<file path="src/rtl/core/awss_pkg.sv">
// awss_pkg: shared types and codes for the active worker skip scheduler
// no dependencies; used by every file in rtl/core
package awss_pkg;

  localparam int unsigned ActionW = 2;
  localparam int unsigned SlotW   = 5;
  localparam int unsigned VoiceW  = 4;
  localparam int unsigned SampleW = 16;
  localparam int unsigned LenW    = 6;

  localparam logic [ActionW-1:0] ACT_LOAD      = 2'd0;
  localparam logic [ActionW-1:0] ACT_VOICE_ON  = 2'd1;
  localparam logic [ActionW-1:0] ACT_VOICE_OFF = 2'd2;
  localparam logic [ActionW-1:0] ACT_RENDER    = 2'd3;

  typedef struct packed {
    logic [ActionW-1:0] action;
    logic [SlotW-1:0]   slot_index;
    logic               slot_unassigned;
    logic [VoiceW-1:0]  slot_voice;
    logic               slot_is_final;
    logic [VoiceW-1:0]  voice_number;
    logic [SampleW-1:0] sample_count;
  } awss_item_t;

  typedef struct packed {
    logic [SlotW-1:0]   worker_index;
    logic [SampleW-1:0] samples;
    logic               last_of_run;
  } awss_result_t;

  typedef struct packed {
    logic              free;
    logic [VoiceW-1:0] owner;
  } awss_slot_t;

endpackage

</file>
<file path="src/rtl/core/awss_slot_ram.sv">
// awss_slot_ram: slot assignment memory, one write and one registered read port
// depends on awss_pkg for the slot word type
module awss_slot_ram #(
  parameter int unsigned Depth = 32,
  parameter int unsigned AddrW = 5
) (
  input  logic                clk_i,
  input  logic                we_i,
  input  logic [AddrW-1:0]    waddr_i,
  input  awss_pkg::awss_slot_t wdata_i,
  input  logic [AddrW-1:0]    raddr_i,
  output awss_pkg::awss_slot_t rdata_o
);

  awss_pkg::awss_slot_t mem_q [Depth];
  awss_pkg::awss_slot_t rdata_q;

  always_ff @(posedge clk_i) begin
    if (we_i) begin
      mem_q[waddr_i] <= wdata_i;
    end
    rdata_q <= mem_q[raddr_i];
  end

  assign rdata_o = rdata_q;

endmodule

</file>
<file path="src/rtl/core/awss_skip_ram.sv">
// awss_skip_ram: skip distance memory with per-entry valid bits, registered read
// invalid entries read as one; depends on awss_pkg for widths
module awss_skip_ram #(
  parameter int unsigned Depth = 32,
  parameter int unsigned AddrW = 5
) (
  input  logic                      clk_i,
  input  logic                      rst_ni,
  input  logic                      clear_i,
  input  logic                      we_i,
  input  logic [AddrW-1:0]          waddr_i,
  input  logic [awss_pkg::LenW-1:0] wdata_i,
  input  logic [AddrW-1:0]          raddr_i,
  output logic [awss_pkg::LenW-1:0] rdata_o
);

  logic [awss_pkg::LenW-1:0] mem_q [Depth];
  logic [Depth-1:0]          valid_q;
  logic [awss_pkg::LenW-1:0] rdata_q;
  logic                      rvalid_q;

  always_ff @(posedge clk_i or negedge rst_ni) begin
    if (!rst_ni) begin
      valid_q <= '0;
    end else if (clear_i) begin
      valid_q <= '0;
    end else if (we_i) begin
      valid_q[waddr_i] <= 1'b1;
    end
  end

  always_ff @(posedge clk_i) begin
    if (we_i) begin
      mem_q[waddr_i] <= wdata_i;
    end
    rdata_q  <= mem_q[raddr_i];
    rvalid_q <= valid_q[raddr_i];
  end

  assign rdata_o = rvalid_q ? rdata_q : awss_pkg::LenW'(1);

endmodule

</file>
<file path="src/rtl/core/active_worker_skip_scheduler_top.sv">
// Load and voice items are taken in the idle state and busy stays low. A render item keeps
// busy high while a sequencer rebuilds a stale skip table, a read and a write state for
// each slot from the last one down to slot one, plus a read and a write state for the
// start slot, and then walks the table: a check state, then for each emitted worker one
// skip memory read and one add on the shared adder. The last result of a walk shows in
// the first cycle in which busy is low again. Each result is shown for exactly one cycle
// on res_o with res_valid_o high; the receiver cannot stall and must take it.
//
// active_worker_skip_scheduler_top: sequencer, voice bits and shared adder
// depends on awss_pkg, awss_slot_ram, awss_skip_ram
module active_worker_skip_scheduler_top #(
  parameter int unsigned SLOT_COUNT  = 32,
  parameter int unsigned VOICE_COUNT = 16
) (
  input  logic                   clk_i,
  input  logic                   rst_ni,
  input  logic                   start,
  output logic                   busy,
  input  awss_pkg::awss_item_t   item_i,
  output logic                   res_valid_o,
  output awss_pkg::awss_result_t res_o
);

  localparam int unsigned SidxW = (SLOT_COUNT > 1) ? $clog2(SLOT_COUNT) : 1;
  localparam int unsigned VidxW = (VOICE_COUNT > 1) ? $clog2(VOICE_COUNT) : 1;
  localparam int unsigned LenW  = awss_pkg::LenW;

  localparam logic [2:0] S_IDLE    = 3'd0;
  localparam logic [2:0] S_RB_RD   = 3'd1;
  localparam logic [2:0] S_RB_WR   = 3'd2;
  localparam logic [2:0] S_ST_RD   = 3'd3;
  localparam logic [2:0] S_ST_WR   = 3'd4;
  localparam logic [2:0] S_WK_CHK  = 3'd5;
  localparam logic [2:0] S_WK_RD   = 3'd6;
  localparam logic [2:0] S_WK_EMIT = 3'd7;

  logic [2:0]                    state_q, state_d;
  logic [LenW-1:0]               len_q, len_d;
  logic [LenW-1:0]               start_slot_q, start_slot_d;
  logic [LenW-1:0]               cnt_q, cnt_d;
  logic [LenW-1:0]               carry_q, carry_d;
  logic                          armed_q, armed_d;
  logic                          stale_q, stale_d;
  logic [VOICE_COUNT-1:0]        voice_q, voice_d;
  logic [awss_pkg::SampleW-1:0]  samples_q, samples_d;
  logic                          out_valid_q, out_valid_d;
  awss_pkg::awss_result_t        out_q, out_d;

  logic                          accept;
  logic                          slot_ok;
  logic                          voice_ok;
  logic                          slot_we;
  awss_pkg::awss_slot_t          slot_wdata;
  awss_pkg::awss_slot_t          slot_rdata;
  logic                          skip_clear;
  logic                          skip_we;
  logic [LenW-1:0]               skip_wdata;
  logic [LenW-1:0]               skip_rdata;
  logic [LenW-1:0]               cnt_dec;
  logic                          runs;
  logic                          owner_ok;
  logic [LenW-1:0]               add_a, add_b, add_sum;

  assign busy   = (state_q != S_IDLE);
  assign accept = start && !busy;

  assign slot_ok  = (32'(item_i.slot_index) < SLOT_COUNT);
  assign voice_ok = (32'(item_i.voice_number) < VOICE_COUNT);
  assign owner_ok = (32'(slot_rdata.owner) < VOICE_COUNT);
  assign runs     = slot_rdata.free ||
                    (owner_ok && voice_q[VidxW'(slot_rdata.owner)]);

  // shared adder: skip + 1 while rebuilding, index + step while walking
  assign add_a   = (state_q == S_WK_EMIT) ? cnt_q : carry_q;
  assign add_b   = (state_q == S_WK_EMIT) ? skip_rdata : LenW'(1);
  assign add_sum = add_a + add_b;
  assign cnt_dec = cnt_q - LenW'(1);

  assign slot_we         = accept && (item_i.action == awss_pkg::ACT_LOAD) && slot_ok;
  assign slot_wdata.free  = item_i.slot_unassigned;
  assign slot_wdata.owner = item_i.slot_voice;
  assign skip_clear      = slot_we && item_i.slot_is_final;
  assign skip_we         = (state_q == S_RB_WR);
  assign skip_wdata      = runs ? LenW'(1) : add_sum;

  awss_slot_ram #(
    .Depth (SLOT_COUNT),
    .AddrW (SidxW)
  ) u_slot_ram (
    .clk_i   (clk_i),
    .we_i    (slot_we),
    .waddr_i (SidxW'(item_i.slot_index)),
    .wdata_i (slot_wdata),
    .raddr_i (SidxW'(cnt_q)),
    .rdata_o (slot_rdata)
  );

  awss_skip_ram #(
    .Depth (SLOT_COUNT),
    .AddrW (SidxW)
  ) u_skip_ram (
    .clk_i   (clk_i),
    .rst_ni  (rst_ni),
    .clear_i (skip_clear),
    .we_i    (skip_we),
    .waddr_i (SidxW'(cnt_dec)),
    .wdata_i (skip_wdata),
    .raddr_i (SidxW'(cnt_q)),
    .rdata_o (skip_rdata)
  );

  always_comb begin
    state_d      = state_q;
    len_d        = len_q;
    start_slot_d = start_slot_q;
    cnt_d        = cnt_q;
    carry_d      = carry_q;
    armed_d      = armed_q;
    stale_d      = stale_q;
    voice_d      = voice_q;
    samples_d    = samples_q;
    out_valid_d  = 1'b0;
    out_d        = out_q;
    case (state_q)
      S_IDLE: begin
        if (accept) begin
          case (item_i.action)
            awss_pkg::ACT_LOAD: begin
              if (slot_ok && item_i.slot_is_final) begin
                len_d   = LenW'(item_i.slot_index) + LenW'(1);
                armed_d = 1'b1;
                stale_d = 1'b1;
              end
            end
            awss_pkg::ACT_VOICE_ON, awss_pkg::ACT_VOICE_OFF: begin
              if (voice_ok) begin
                voice_d[VidxW'(item_i.voice_number)] =
                  (item_i.action == awss_pkg::ACT_VOICE_ON);
                if (armed_q) begin
                  stale_d = 1'b1;
                end
              end
            end
            default: begin
              samples_d = item_i.sample_count;
              stale_d   = 1'b0;
              if (stale_q && (len_q != '0)) begin
                cnt_d   = len_q - LenW'(1);
                carry_d = LenW'(1);
                state_d = (len_q == LenW'(1)) ? S_ST_RD : S_RB_RD;
              end else if (armed_q) begin
                cnt_d   = start_slot_q;
                state_d = S_WK_CHK;
              end
            end
          endcase
        end
      end
      S_RB_RD: begin
        state_d = S_RB_WR;
      end
      S_RB_WR: begin
        carry_d = skip_wdata;
        cnt_d   = cnt_dec;
        state_d = (cnt_dec == '0) ? S_ST_RD : S_RB_RD;
      end
      S_ST_RD: begin
        state_d = S_ST_WR;
      end
      S_ST_WR: begin
        start_slot_d = runs ? '0 : carry_q;
        cnt_d        = runs ? '0 : carry_q;
        state_d      = armed_q ? S_WK_CHK : S_IDLE;
      end
      S_WK_CHK: begin
        state_d = (cnt_q < len_q) ? S_WK_RD : S_IDLE;
      end
      S_WK_RD: begin
        state_d = S_WK_EMIT;
      end
      S_WK_EMIT: begin
        out_valid_d        = 1'b1;
        out_d.worker_index = cnt_q[awss_pkg::SlotW-1:0];
        out_d.samples      = samples_q;
        out_d.last_of_run  = (add_sum >= len_q);
        cnt_d              = add_sum;
        state_d            = (add_sum >= len_q) ? S_IDLE : S_WK_RD;
      end
      default: begin
        state_d = S_IDLE;
      end
    endcase
  end

  always_ff @(posedge clk_i or negedge rst_ni) begin
    if (!rst_ni) begin
      state_q      <= S_IDLE;
      len_q        <= '0;
      start_slot_q <= '0;
      cnt_q        <= '0;
      carry_q      <= LenW'(1);
      armed_q      <= 1'b0;
      stale_q      <= 1'b0;
      voice_q      <= '0;
      out_valid_q  <= 1'b0;
    end else begin
      state_q      <= state_d;
      len_q        <= len_d;
      start_slot_q <= start_slot_d;
      cnt_q        <= cnt_d;
      carry_q      <= carry_d;
      armed_q      <= armed_d;
      stale_q      <= stale_d;
      voice_q      <= voice_d;
      out_valid_q  <= out_valid_d;
    end
  end

  always_ff @(posedge clk_i) begin
    samples_q <= samples_d;
    out_q     <= out_d;
  end

  assign res_valid_o = out_valid_q;
  assign res_o       = out_q;

endmodule
</file>
<file path="config.mk">
export PLATFORM = sky130hd
export DESIGN_NAME = active_worker_skip_scheduler_top
export DESIGN_NICKNAME = d
export VERILOG_FILES = /design/src/rtl/core/awss_pkg.sv /design/src/rtl/core/awss_slot_ram.sv /design/src/rtl/core/awss_skip_ram.sv /design/src/rtl/core/active_worker_skip_scheduler_top.sv
export SDC_FILE = /design/constraint.sdc
export NUM_CORES = 1
export LEC_CHECK = 0
export ABC_AREA = 1
export BUFFER_PORTS_ARGS = -buffer_cell sky130_fd_sc_hd__buf_2
export CAP_MARGIN = 40
export CORE_UTILIZATION = 58
export CTS_CLUSTER_DIAMETER = 80
export DETAILED_ROUTE_END_ITERATION = 8
export PLACE_DENSITY = 0.86
export REMOVE_ABC_BUFFERS = 1
export SLEW_MARGIN = 30
export SYNTH_ARGS = -nofsm -noshare
export SYNTH_HDL_FRONTEND = slang
export SYNTH_SLANG_ARGS = --single-unit
</file>
<file path="constraint.sdc">
create_clock -name clk_i -period 7.8 [get_ports clk_i]
set_input_delay 2.34 -clock clk_i [delete_from_list [all_inputs] [get_ports clk_i]]
set_output_delay 2.34 -clock clk_i [all_outputs]
set_load 0.005 [all_outputs]
</file>
After elaboration in Yosys (flattened, before gate mapping)
Memories as Yosys holds them, arrays and structs flattened. A register that Yosys moved wholly into a read port is not among the register bits.
Index checks and enable logic that the tools add are counted.

storage, ports and cells
  register bits = 117
  latch bits = 0
  bits in writable memories = 352
  bits in read-only memories = 0
  bits of input ports = 36
  memories = 2

memories
  memory            depth  width  read ports  clocked after memory_dff  write ports  line                 source
  u_skip_ram.mem_q  32     6      1           1                         1            awss_skip_ram.sv:17  logic [awss_pkg::LenW-1:0] mem_q [Depth];
  u_slot_ram.mem_q  32     5      1           1                         1            awss_slot_ram.sv:15  awss_pkg::awss_slot_t mem_q [Depth];

operators by class
  add/sub/neg operators = 4
  $mul = 0
  div/mod/pow operators = 0
  $lt $le $gt $ge = 8
  equal/unequal tests = 16
  shifts and indexed selects = 0
  muxes and demuxes = 43
  bitwise logic cells = 2
  reduce and logical (&&, ||, !) cells = 25

operator list
  kind                 count
  $mux 6               12
  $mux 32              2
  $or 32x32->32        1
  $pmux 3 s8           1
  $pmux 6 s4           1
  $mux 3               7
  $bwmux 16            1
  $reduce_and 4->1     4
  $eq 3x3->1 const B   4
  $lt 5x6->1 const B   2
  $pmux 6 s2           1
  $sub 6x1->6 const B  2
  $mux 1               11
  $lt 4x5->1 const B   2
  $ne 2x2->1 const B   5
  $reduce_and 3->1     3
  $add 5x1->6 const B  1
  $add 6x6->6          1
  $eq 3x2->1 const B   2
  $eq 6x1->1 const B   1
  $ge 6x6->1           1
  $logic_and 1x1->1    6
  $logic_not 6->1      1
  $lt 6x6->1           1
  23 further kinds     25

Logic depth before layout (Yosys ltp)
Gate-level depths: netlist of run 1.

  depth after elaboration = 8
  gate-level depth with buffers = 25
  mapped depth without buffers = 25

Cells and area by module
Synthesis of run 1 repeated with hierarchy kept, for this count alone.

second synthesis, totals
  cell total of the unflattened synthesis = 2014
  area, all modules = 20938.8 µm²

modules (own cells, without submodules)
  module                            instances  cells an instance  area each (µm²)  sequential area each (µm²)
  awss_skip_ram                     1          912                9658.0           6706.4
  awss_slot_ram                     1          595                6796.5           4904.7
  active_worker_skip_scheduler_top  1          507                4484.3           2293.4

Least setup slack after synthesis of run 1
OpenSTA, ideal clock, no wires.

  path kind = input to register
  start = in item_i[31] in the netlist's numbering
  end = reg samples_q[0] in the netlist's numbering (enable)
  library setup time = 0.389 ns
  arrival time = 3.255 ns
  data required time = 7.411 ns
  path slack = 4.157 ns
  stages on the path = 3
  buffers on the path = 0
  cell sequence = ha_1 > inv_1 > nor2_1

between the ends
  word-level cells in the longest chain between the ends = 4

ends and longest elaborated chain
  element                                   line                                     source
  start, declared                           active_worker_skip_scheduler_top.sv:19   input awss_pkg::awss_item_t item_i,
  $eq 2x1->1, or another cell as far along  active_worker_skip_scheduler_top.sv:127  case (item_i.action)
  $reduce_or 3->1 (no line) *               n/a
  $not 1->1 (no line) *                     n/a
  $reduce_and 3->1 (no line) *              n/a
  end signal, assigned                      active_worker_skip_scheduler_top.sv:220  samples_q <= samples_d;
  end, declared                             active_worker_skip_scheduler_top.sv:45   logic [awss_pkg::SampleW-1:0] samples_q, samples_d;

Every way passes the cells marked *; elsewhere a longest branch is shown, timed or not.
A chain may end at the register's enable or synchronous reset.

Final worst setup path of run 1
  start = reg state_q[1]
  end = reg state_q[1]

between the ends
  word-level cells in the longest chain between the ends = 6

ends and longest elaborated chain
  element                           line                                                                                                                     source
  start, declared                   active_worker_skip_scheduler_top.sv:37                                                                                   logic [2:0] state_q, state_d;
  start signal, assigned            active_worker_skip_scheduler_top.sv:207                                                                                  state_q <= state_d;
  $eq 3x3->1                        active_worker_skip_scheduler_top.sv:74, active_worker_skip_scheduler_top.sv:75, active_worker_skip_scheduler_top.sv:124
  $mux 6, on equally long branches  active_worker_skip_scheduler_top.sv:74, active_worker_skip_scheduler_top.sv:75
  $add 6x6->6                       active_worker_skip_scheduler_top.sv:76                                                                                   assign add_sum = add_a + add_b;
  $ge 6x6->1                        active_worker_skip_scheduler_top.sv:187                                                                                  state_d = (add_sum >= len_q) ? S_IDLE : S_WK_RD;
  $mux 3                            active_worker_skip_scheduler_top.sv:187
  $pmux 3 s8                        active_worker_skip_scheduler_top.sv:124                                                                                  case (state_q)

Parallel ways exist; a longest one is shown, timed or not.

==> summary.md, run 1 <==
| Metric | Value |
|---|---|
| Drt first-iter violations | `2092` |
| Die Y | `189 um` |
| Period utilization | `51.2%` |
| Post-Syn Area | `20400 sq um` |
| CTS Buffer Depth | `3` |
| First-pass GRT wire length | `74500 um` |
| Layout cells sized above 1 | `10.7%` |
| VDD IR max | `0.000271 V` |
| Initial Utilization | `58.9%` |
| ANT nets after route | `0` |
| Vias in the first global route | `13.8k` |
| Fin. max-slew vios | `0` |
| Clock network power share | `25.5%` |
| Avg Vias per Cell | `6.06` |
| Clock tree from TritonCTS | `done` |
| DRC | `0` |
| Hold Path End | `res_o[5]` |
| Area Overhead vs Synth | `11.1%` |
| DR WL/cell | `20.6 um` |
| Fin cells | `2358` |
| Pre-Repair DR Iteration Count | `7` |
| Via Count | `14.3k` |
| FF+latch count, synth | `480` |
| Async set or reset register ratio after synthesis | `16.3%` |
| Global-route usage over all layers | `27.1%` |
| Clock sink total | `480` |
| Gp weighted congestion | `0.903` |
| Largest net degree at the start of global routing | `96` |
| Flop pwr share | `38.9%` |
| # H-tree levels | `2` |
| Core footprint | `34500 sq um` |
| Gate power share | `35.5%` |
| Post-Route WL | `48600 um` |
| Crit path setup slack, layout | `3800 ps` |
| Worst hold slack | `417 ps` |
| Leakage power | `8.73 nW` |
| Crit Path Class | `reg2reg` |
| Number of flops mapped to enable cells by yosys | `390` |
| Fmax | `250 MHz` |
| Outcome | `finished clean` |
| IO Pins | `60` |
| Pre-CTS setup slack | `3470 ps` |
| Reg2Reg Launch Point | `state_q[1]` |
| Total gr overflow | `0` |
| RSZ-0062 raised after global routing | `false` |
| Post-route minimum period | `4000 ps` |
| Fin area | `22600 sq um` |
| Grt peak-use layer | `met2` |
| Clock slew at reported path FFs | `60 ps` |
| Slew headroom | `41.9%` |
| Max-cap violation count | `0` |
| Nets@finish | `1931` |
| CP Data Required Time | `8250 ps` |
| Internal power | `5.39 mW` |
| FF-to-FF setup slack | `3800 ps` |
| Reg-to-Reg End | `state_q[1]` |
| Sequential area share after synthesis | `68.3%` |
| Setup Buffers After CTS | `0` |
| Die ar. | `35800 sq um` |
| Tot Pwr | `8.60 mW` |
| Num CTS Buffers | `47` |
| Yosys cell types | `44` |
| Port Buffers | `59` |
| Pwr dens | `380 nW/um^2` |
| Row cnt | `68` |
| Die width | `189 um` |
| Net Switching | `3.21 mW` |
| Clock Latency Late Sink | `550 ps` |
| Post-cts resize count | `0` |
| DP HPWL | `29500 um` |
| Post-placement cell count | `2268` |
| Final setup viols | `0` |
| Worst Hold Depth | `0` |
| Sw frac | `37.3%` |
| # diodes | `0` |
| M2 GR Usage | `44.3%` |
| Worst hold-check path type | `reg2reg` |
| Final hold viol count | `0` |
| Synth Instances | `1823` |
| # fillers | `2418` |
| Crit path DAT | `4450 ps` |
| Main flop type after synthesis | `edfxtp_1` |
| Synth warn | `0` |
| Met3 usage | `4.37%` |
| Startpoint Class | `register` |
| Crit end category | `register` |
| Syn avg cell area | `11.2 sq um` |
| Clk_skew | `22.9 ps` |
| Worst-margin pin slew | `871 ps` |
| Startpoint of the worst hold path | `samples_q[4]` |
| Placed Instance Area | `21100 sq um` |
| Worst reg2reg path depth | `23` |
| Clk root buf | `clkbuf_16` |
| Met1 usage | `36.4%` |
| Cts hold-fix bufs | `0` |
| Crit-path max FO | `21` |
| Initial antenna violation count | `0` |
## cells by family (layout without fill, tap and decap cells)
kind of cell	count (synthesis)	count (layout)	share of synthesized area [%]
xor+xnor	13	13	0.670
buf+inv	230	310	4.48
flops	480	480	68.3
simple gates	688	688	13.5
compound gates	364	364	10.1
mux	18	18	0.996
fa+ha+maj	30	30	1.88
## cell usage after synthesis (3+ instances only)
cell | number | area [sq um]
a21boi_0 | 6 | 45.0
a21oi_1 | 53 | 265
a221oi_1 | 18 | 158
a31oi_1 | 4 | 25.0
buf_1 | 4 | 15.0
buf_2 | 27 | 135
buf_4 | 4 | 30.0
clkbuf_1 | 51 | 191
clkinv_1 | 4 | 15.0
dfrtp_1 | 77 | 1930
dfxtp_1 | 12 | 240
edfxtp_1 | 390 | 11700
ha_1 | 29 | 363
inv_1 | 129 | 484
inv_2 | 11 | 41.3
mux2_2 | 18 | 203
nand2_1 | 328 | 1230
nand2_2 | 3 | 18.8
nand3_1 | 77 | 385
nand4_1 | 4 | 25.0
nor2_1 | 263 | 987
nor2_2 | 3 | 18.8
nor2_4 | 3 | 33.8
o211ai_1 | 6 | 45.0
o21a_1 | 8 | 60.1
o21ai_0 | 191 | 956
o221ai_1 | 5 | 43.8
o22ai_1 | 65 | 407
xor2_1 | 8 | 70.1
xor2_2 | 3 | 48.8
## placed cells by master, fill, tap and decap left out, types with 6 or more instances in the layout
cell type  instances
nor2_2             9
ha_1              29
clkinv_2           9
clkinv_1           9
a221oi_1          18
o21a_1             8
inv_2             11
nor2_1           256
o22ai_1           65
dfxtp_1           12
edfxtp_1         390
xor2_1             8
buf_4             12
clkbuf_1          15
a21oi_1           53
clkbuf_16         49
o21ai_0          191
a21boi_0           6
o211ai_1           6
mux2_2            18
buf_2             58
nand2_1          327
nand3_1           77
inv_1            128
dfrtp_1           74
## per-stage QoR
step	setup TNS, ps	utilization (%)
2_1_floorplan	-2830	-
4_1_cts	0	65.3
3_5_place_dp	0	61.0
6_report	0	65.5
3_3_place_gp	0	60.7
5_1_grt	0	65.5
## final cells by class
cell class	count	area [sq um]	share of cell area (%)
Clock buffer	66	1310	5.79
Clock inverter	21	191	0.846
Inverter	144	543	2.40
Multi-Input combinational cell	1113	5560	24.6
Sequential cell	480	13900	61.5
Tap cell	455	569	2.52
Timing Repair Buffer	79	536	2.37
## critical path, cell delays in order, from the launching register on
cell	delay [ps]
dfrtp_1	430
nand2_1	100
inv_1	50
nand2_1	460
inv_1	390
nand2_1	180
inv_1	50
nand2_1	110
inv_1	80
ha_1	280
nand2_1	60
o21ai_0	250
xor2_1	320
inv_1	80
ha_1	300
a21oi_1	70
nor2_1	80
nor2_1	50
nand3_1	110
nand2_1	60
a21oi_1	180
nand3_1	90
nand2_1	70
inv_1	40
## state kept, by name, indices dropped and copies added, names as in the netlist, 3 cells and up
| register | flops |
|---|---|
| samples_q | 16 |
| state_q | 3 |
| carry_q | 6 |
| res_o | 22 |
| cnt_q | 6 |
| u_slot_ram.rdata_o | 5 |
| len_q | 6 |
| u_skip_ram.rdata_q | 6 |
| u_skip_ram.valid_q | 32 |
| u_slot_ram.mem_q | 160 |
| voice_q | 16 |
| u_skip_ram.mem_q | 192 |
| start_slot_q | 6 |
## metal layers
layer	vias up	wire, um
met5	-	0
met1	6826	18300
met3	152	4960
met2	906	23300
li1	6410	-
met4	0	2000
## how the worst max path moves through the flow
| stage | start | cells after the start | slack (ps) | end |
|---|---|---|---|---|
| floorplan | cnt_q[0] | 9 | -90 | u_skip_ram.mem_q[0][4] |
| CTS | state_q[1] | 23 | 3880 | state_q[1] |
| finish | state_q[1] | 23 | 3800 | state_q[1] |
| global route | state_q[1] | 23 | 3440 | state_q[2] |
| detailed placement | item_i[32] | 7 | 3470 | u_slot_ram.mem_q[0][0] |
| global placement | item_i[32] | 8 | 3530 | len_q[1] |
## power groups by stage
stage	combinational (mW)	clock [mW]	sequential, mW
after CTS	2.94	2.20	3.35
final	3.06	2.20	3.35
after global placement	2.74	0	3.40
after detailed placement	2.89	0	3.40
after global routing	3.32	2.30	3.37
after floorplan	1.82	0	3.49
No activity file was read; power rests on OpenSTA's default activity.
==> run 2, diff against run 1 <==
ABC_AREA = 0   (was 1)
CORE_UTILIZATION = 56   (was 58)
PLACE_DENSITY = 0.87   (was 0.86)
clock period = 3.3 ns   (was 7.8 ns; I/O delays follow)
==> run 2 against run 1 <==
  * First-iteration DRC count decreased by 39%
  * Critical endpoint is now res_o[0]
  * Largest cell class unchanged
  * Total power increased by 130%
  * Global-route usage decreased by 1.1 points
  * Area after synthesis decreased by 2.3%
==> summary.md, run 2 <==
| Metric | Value |
|---|---|
| Outcome | `finished clean` |
| Crit end category | `register` |
| Most common cell after layout, fill and taps aside | `edfxtp_1` |
| Number of flops mapped to enable cells by yosys | `390` |
| FF-to-FF setup slack | `80 ps` |
| Total gr overflow | `0` |
| Num CTS Buffers | `47` |
| Max FFs per register | `192` |
| Synth warn | `0` |
| Slowest stage delay, CP | `390 ps` |
| Fin area | `22800 sq um` |
| First-pass GRT wire length | `69800 um` |
| DR WL/cell | `26.0 um` |
| Placed Instance Area | `21100 sq um` |
| Flop pwr share | `40.5%` |
| Area taken by multi-input logic gates | `5660 sq um` |
| Final hold viol count | `0` |
| Clock Latency Late Sink | `560 ps` |
| Leakage power | `8.14 nW` |
| Clock network power share | `28.4%` |
| CTS Buffer Depth | `3` |
| # H-tree levels | `2` |
| Worst setup path start | `state_q[1]` |
| Post-route minimum period | `3220 ps` |
| Main flop type after synthesis | `edfxtp_1` |
| Worst reg2reg path depth | `15` |
| IO Pins | `60` |
| Crit-path max FO | `7` |
| Syn avg cell area | `17.1 sq um` |
| Slowest cell on the critical path | `dfrtp_1` |
| Commonest cells post-synth | `edfxtp_1 (390), mux4_2 (104), nor2_1 (98), dfrtp_1 (77), nand2_1 (69)` |
| Async set or reset register ratio after synthesis | `16.3%` |
| FF/Latch Area | `13900 sq um` |
| Net Switching | `6.12 mW` |
| Top delay family on crit path | `adder cells` |
| Most frequent cells in the layout | `edfxtp_1 (390), mux4_2 (104), nor2_1 (95), dfrtp_1 (75), buf_4 (72)` |
| DRC | `0` |
| Nets@finish | `1362` |
| Cell count along the critical path | `15` |
| Most common cell in the netlist | `edfxtp_1` |
| Port Buffers | `59` |
| Fin. max-slew vios | `0` |
| Setup TNS | `0 ps` |
| CP dominant cell by count | `inv_1` |
| Die Y | `190 um` |
| Synth top area share | `58.9%` |
| Reg2Reg Launch Point | `state_q[1]` |
| Clock sink total | `480` |
| Via Count | `11.5k` |
| Sw frac | `31.6%` |
| Crit path to | `res_o[0]` |
| Dominant cell type by area after synthesis | `edfxtp_1` |
| # fillers | `2189` |
| Gp weighted congestion | `0.921` |
| Global-route usage over all layers | `26.0%` |
| Cts hold-fix bufs | `0` |
| Startpoint Class | `register` |
| Worst hold-check path type | `in2async` |
| Area Overhead vs Synth | `14.6%` |
| ANT nets after route | `0` |
| Vias in the first global route | `11.8k` |
| Pwr dens | `850 nW/um^2` |
| Biggest regs | `u_skip_ram.mem_q x192, u_slot_ram.mem_q x160, u_skip_ram.valid_q x32` |
| Row cnt | `68` |
| Initial antenna violation count | `0` |
| Clk_skew | `20.2 ps` |
| Die ar. | `36300 sq um` |
| Final setup viols | `0` |
| Max-cap violation count | `0` |
| Most flops, register | `u_skip_ram.mem_q` |
| Crit path DAT | `3540 ps` |
| Layout cells sized above 1 | `27.1%` |
| VDD IR max | `0.00105 V` |
| Clock slew at reported path FFs | `60 ps` |
| Post-Syn Area | `19900 sq um` |
| Largest net degree at the start of global routing | `114` |
| Pre-Repair DR Iteration Count | `9` |
| Internal power | `13.3 mW` |
| CP Data Required Time | `3620 ps` |
| # diodes | `0` |
| Clk root buf | `clkbuf_16` |
| Dominant cells by area after synthesis | `edfxtp_1 (59%), mux4_2 (12%), dfrtp_1 (9.7%), nor2_1 (1.9%), ha_1 (1.8%)` |
| Fmax | `310 MHz` |
| Core footprint | `34700 sq um` |
| CP bufs+invs | `4` |
| Worst-margin pin slew | `904 ps` |
| Synth Instances | `1164` |
| FF+latch count, synth | `480` |
| Initial Utilization | `57.3%` |
| DP HPWL | `28200 um` |
| Die width | `190 um` |
| Yosys cell types | `64` |
| Slew headroom | `39.7%` |
| Clock tree from TritonCTS | `done` |
| Period utilization | `97.7%` |
| Crit Path Class | `reg2reg` |
| Crit path cell chain | `nand3_2 > inv_2 > buf_4 > nand3b_1 > ha_2 > inv_1 > fa_2 > nand2b_1 > a21oi_2 > xnor2_2 > inv_1 > ha_1 > a21oi_1 > a21boi_0 > or2_2` |
| Avg Vias per Cell | `6.42` |
| Gate power share | `31.1%` |
| Sequential area share after synthesis | `69.9%` |
| Tot Pwr | `19.4 mW` |
| Post-Route WL | `46500 um` |
| Reg-to-Reg End | `res_o[0]` |
| Drt first-iter violations | `1280` |
run 2: changes by cell type after synthesis, sizes merged, moves of 18 or more:
| cell | delta |
|---|---|
| mux2i | +24 |
| inv | -110 |
| a21oi | -27 |
| nor2 | -170 |
| o22ai | -52 |
| o21ai | -170 |
| mux4 | +104 |
| a221oi | -18 |
| nand2 | -262 |
| o21a | +27 |
| nand3 | -68 |
| clkbuf | -30 |
run 2: power groups by stage:
stage	clock (mW)	sequential (mW)	combinational, mW
detailed placement	0	7.92	5.80
finish	5.50	7.85	6.04
floorplan	0	8.23	3.49
global placement	0	7.89	5.55
CTS	5.53	7.81	5.91
global route	5.78	7.88	6.39
run 2: routing by layer:
layer / wire [um] / part of all wire, % / global-route usage (%)
met5: 0 / 0 / 0
met4: 1530 / 3.3 / 9.85
met3: 3830 / 8.2 / 4.09
met2: 24200 / 52 / 44.9
met1: 16900 / 36 / 33.3
run 2: area by class of cell:
class | count | share of cell area (%)
inverters | 31 | 0.511
flip-flops and latches | 480 | 61.0
well taps | 455 | 2.50
clock inverters | 21 | 1.19
multi-input cells | 601 | 24.8
clock buffers | 67 | 5.80
repair buffers | 135 | 4.12
run 2: per-stage QoR:
step	cells	utilization, %	setup slack (ps)	hold WS [ps]
floorplan	1112	-	-3140	400
global placement	1696	60.7	101	400
detailed placement	1696	60.7	-69.1	406
CTS	1784	65.3	9.27	421
global route	1790	65.7	-74.2	283
finish	1790	65.7	77.5	279
run 2: worst min-delay path by stage:
stage / cells after the start / end / startpoint / slack (ps)
2_1_floorplan: 0 / res_o[10] / samples_q[9] / 400
3_3_place_gp: 0 / res_o[8] / samples_q[7] / 400
3_5_place_dp: 0 / res_o[9] / samples_q[8] / 410
4_1_cts: 0 / res_o[9] / samples_q[8] / 420
5_1_grt: 1 / voice_q[9] / rst_ni / 280
6_report: 1 / voice_q[9] / rst_ni / 280
run 2: cell families (layout without fill, tap and decap cells):
logic type / count (synthesis) / after routing / synth area share [%]
mux: 147 / 147 / 14.1
fa+ha+maj: 30 / 30 / 1.93
buf+inv: 83 / 254 / 1.99
compound gates: 159 / 159 / 5.60
xor+xnor: 18 / 18 / 0.793
simple gates: 247 / 247 / 5.70
flops: 480 / 480 / 69.9
run 2: what timing repair did:
item                       4_1_cts  5_1_grt
resized for setup                5        9
setup endpoints to repair        2        3
buffers inserted                 0        4
pin swaps                        0        4
run 2: worst register-to-register path, cell delays in order (launching register included):
cell,delay [ps]
dfrtp_1,390
nand3_2,120
inv_2,80
buf_4,160
nand3b_1,90
ha_2,200
inv_1,70
fa_2,330
nand2b_1,160
a21oi_2,180
xnor2_2,150
inv_1,70
ha_1,290
a21oi_1,240
a21boi_0,140
or2_2,290
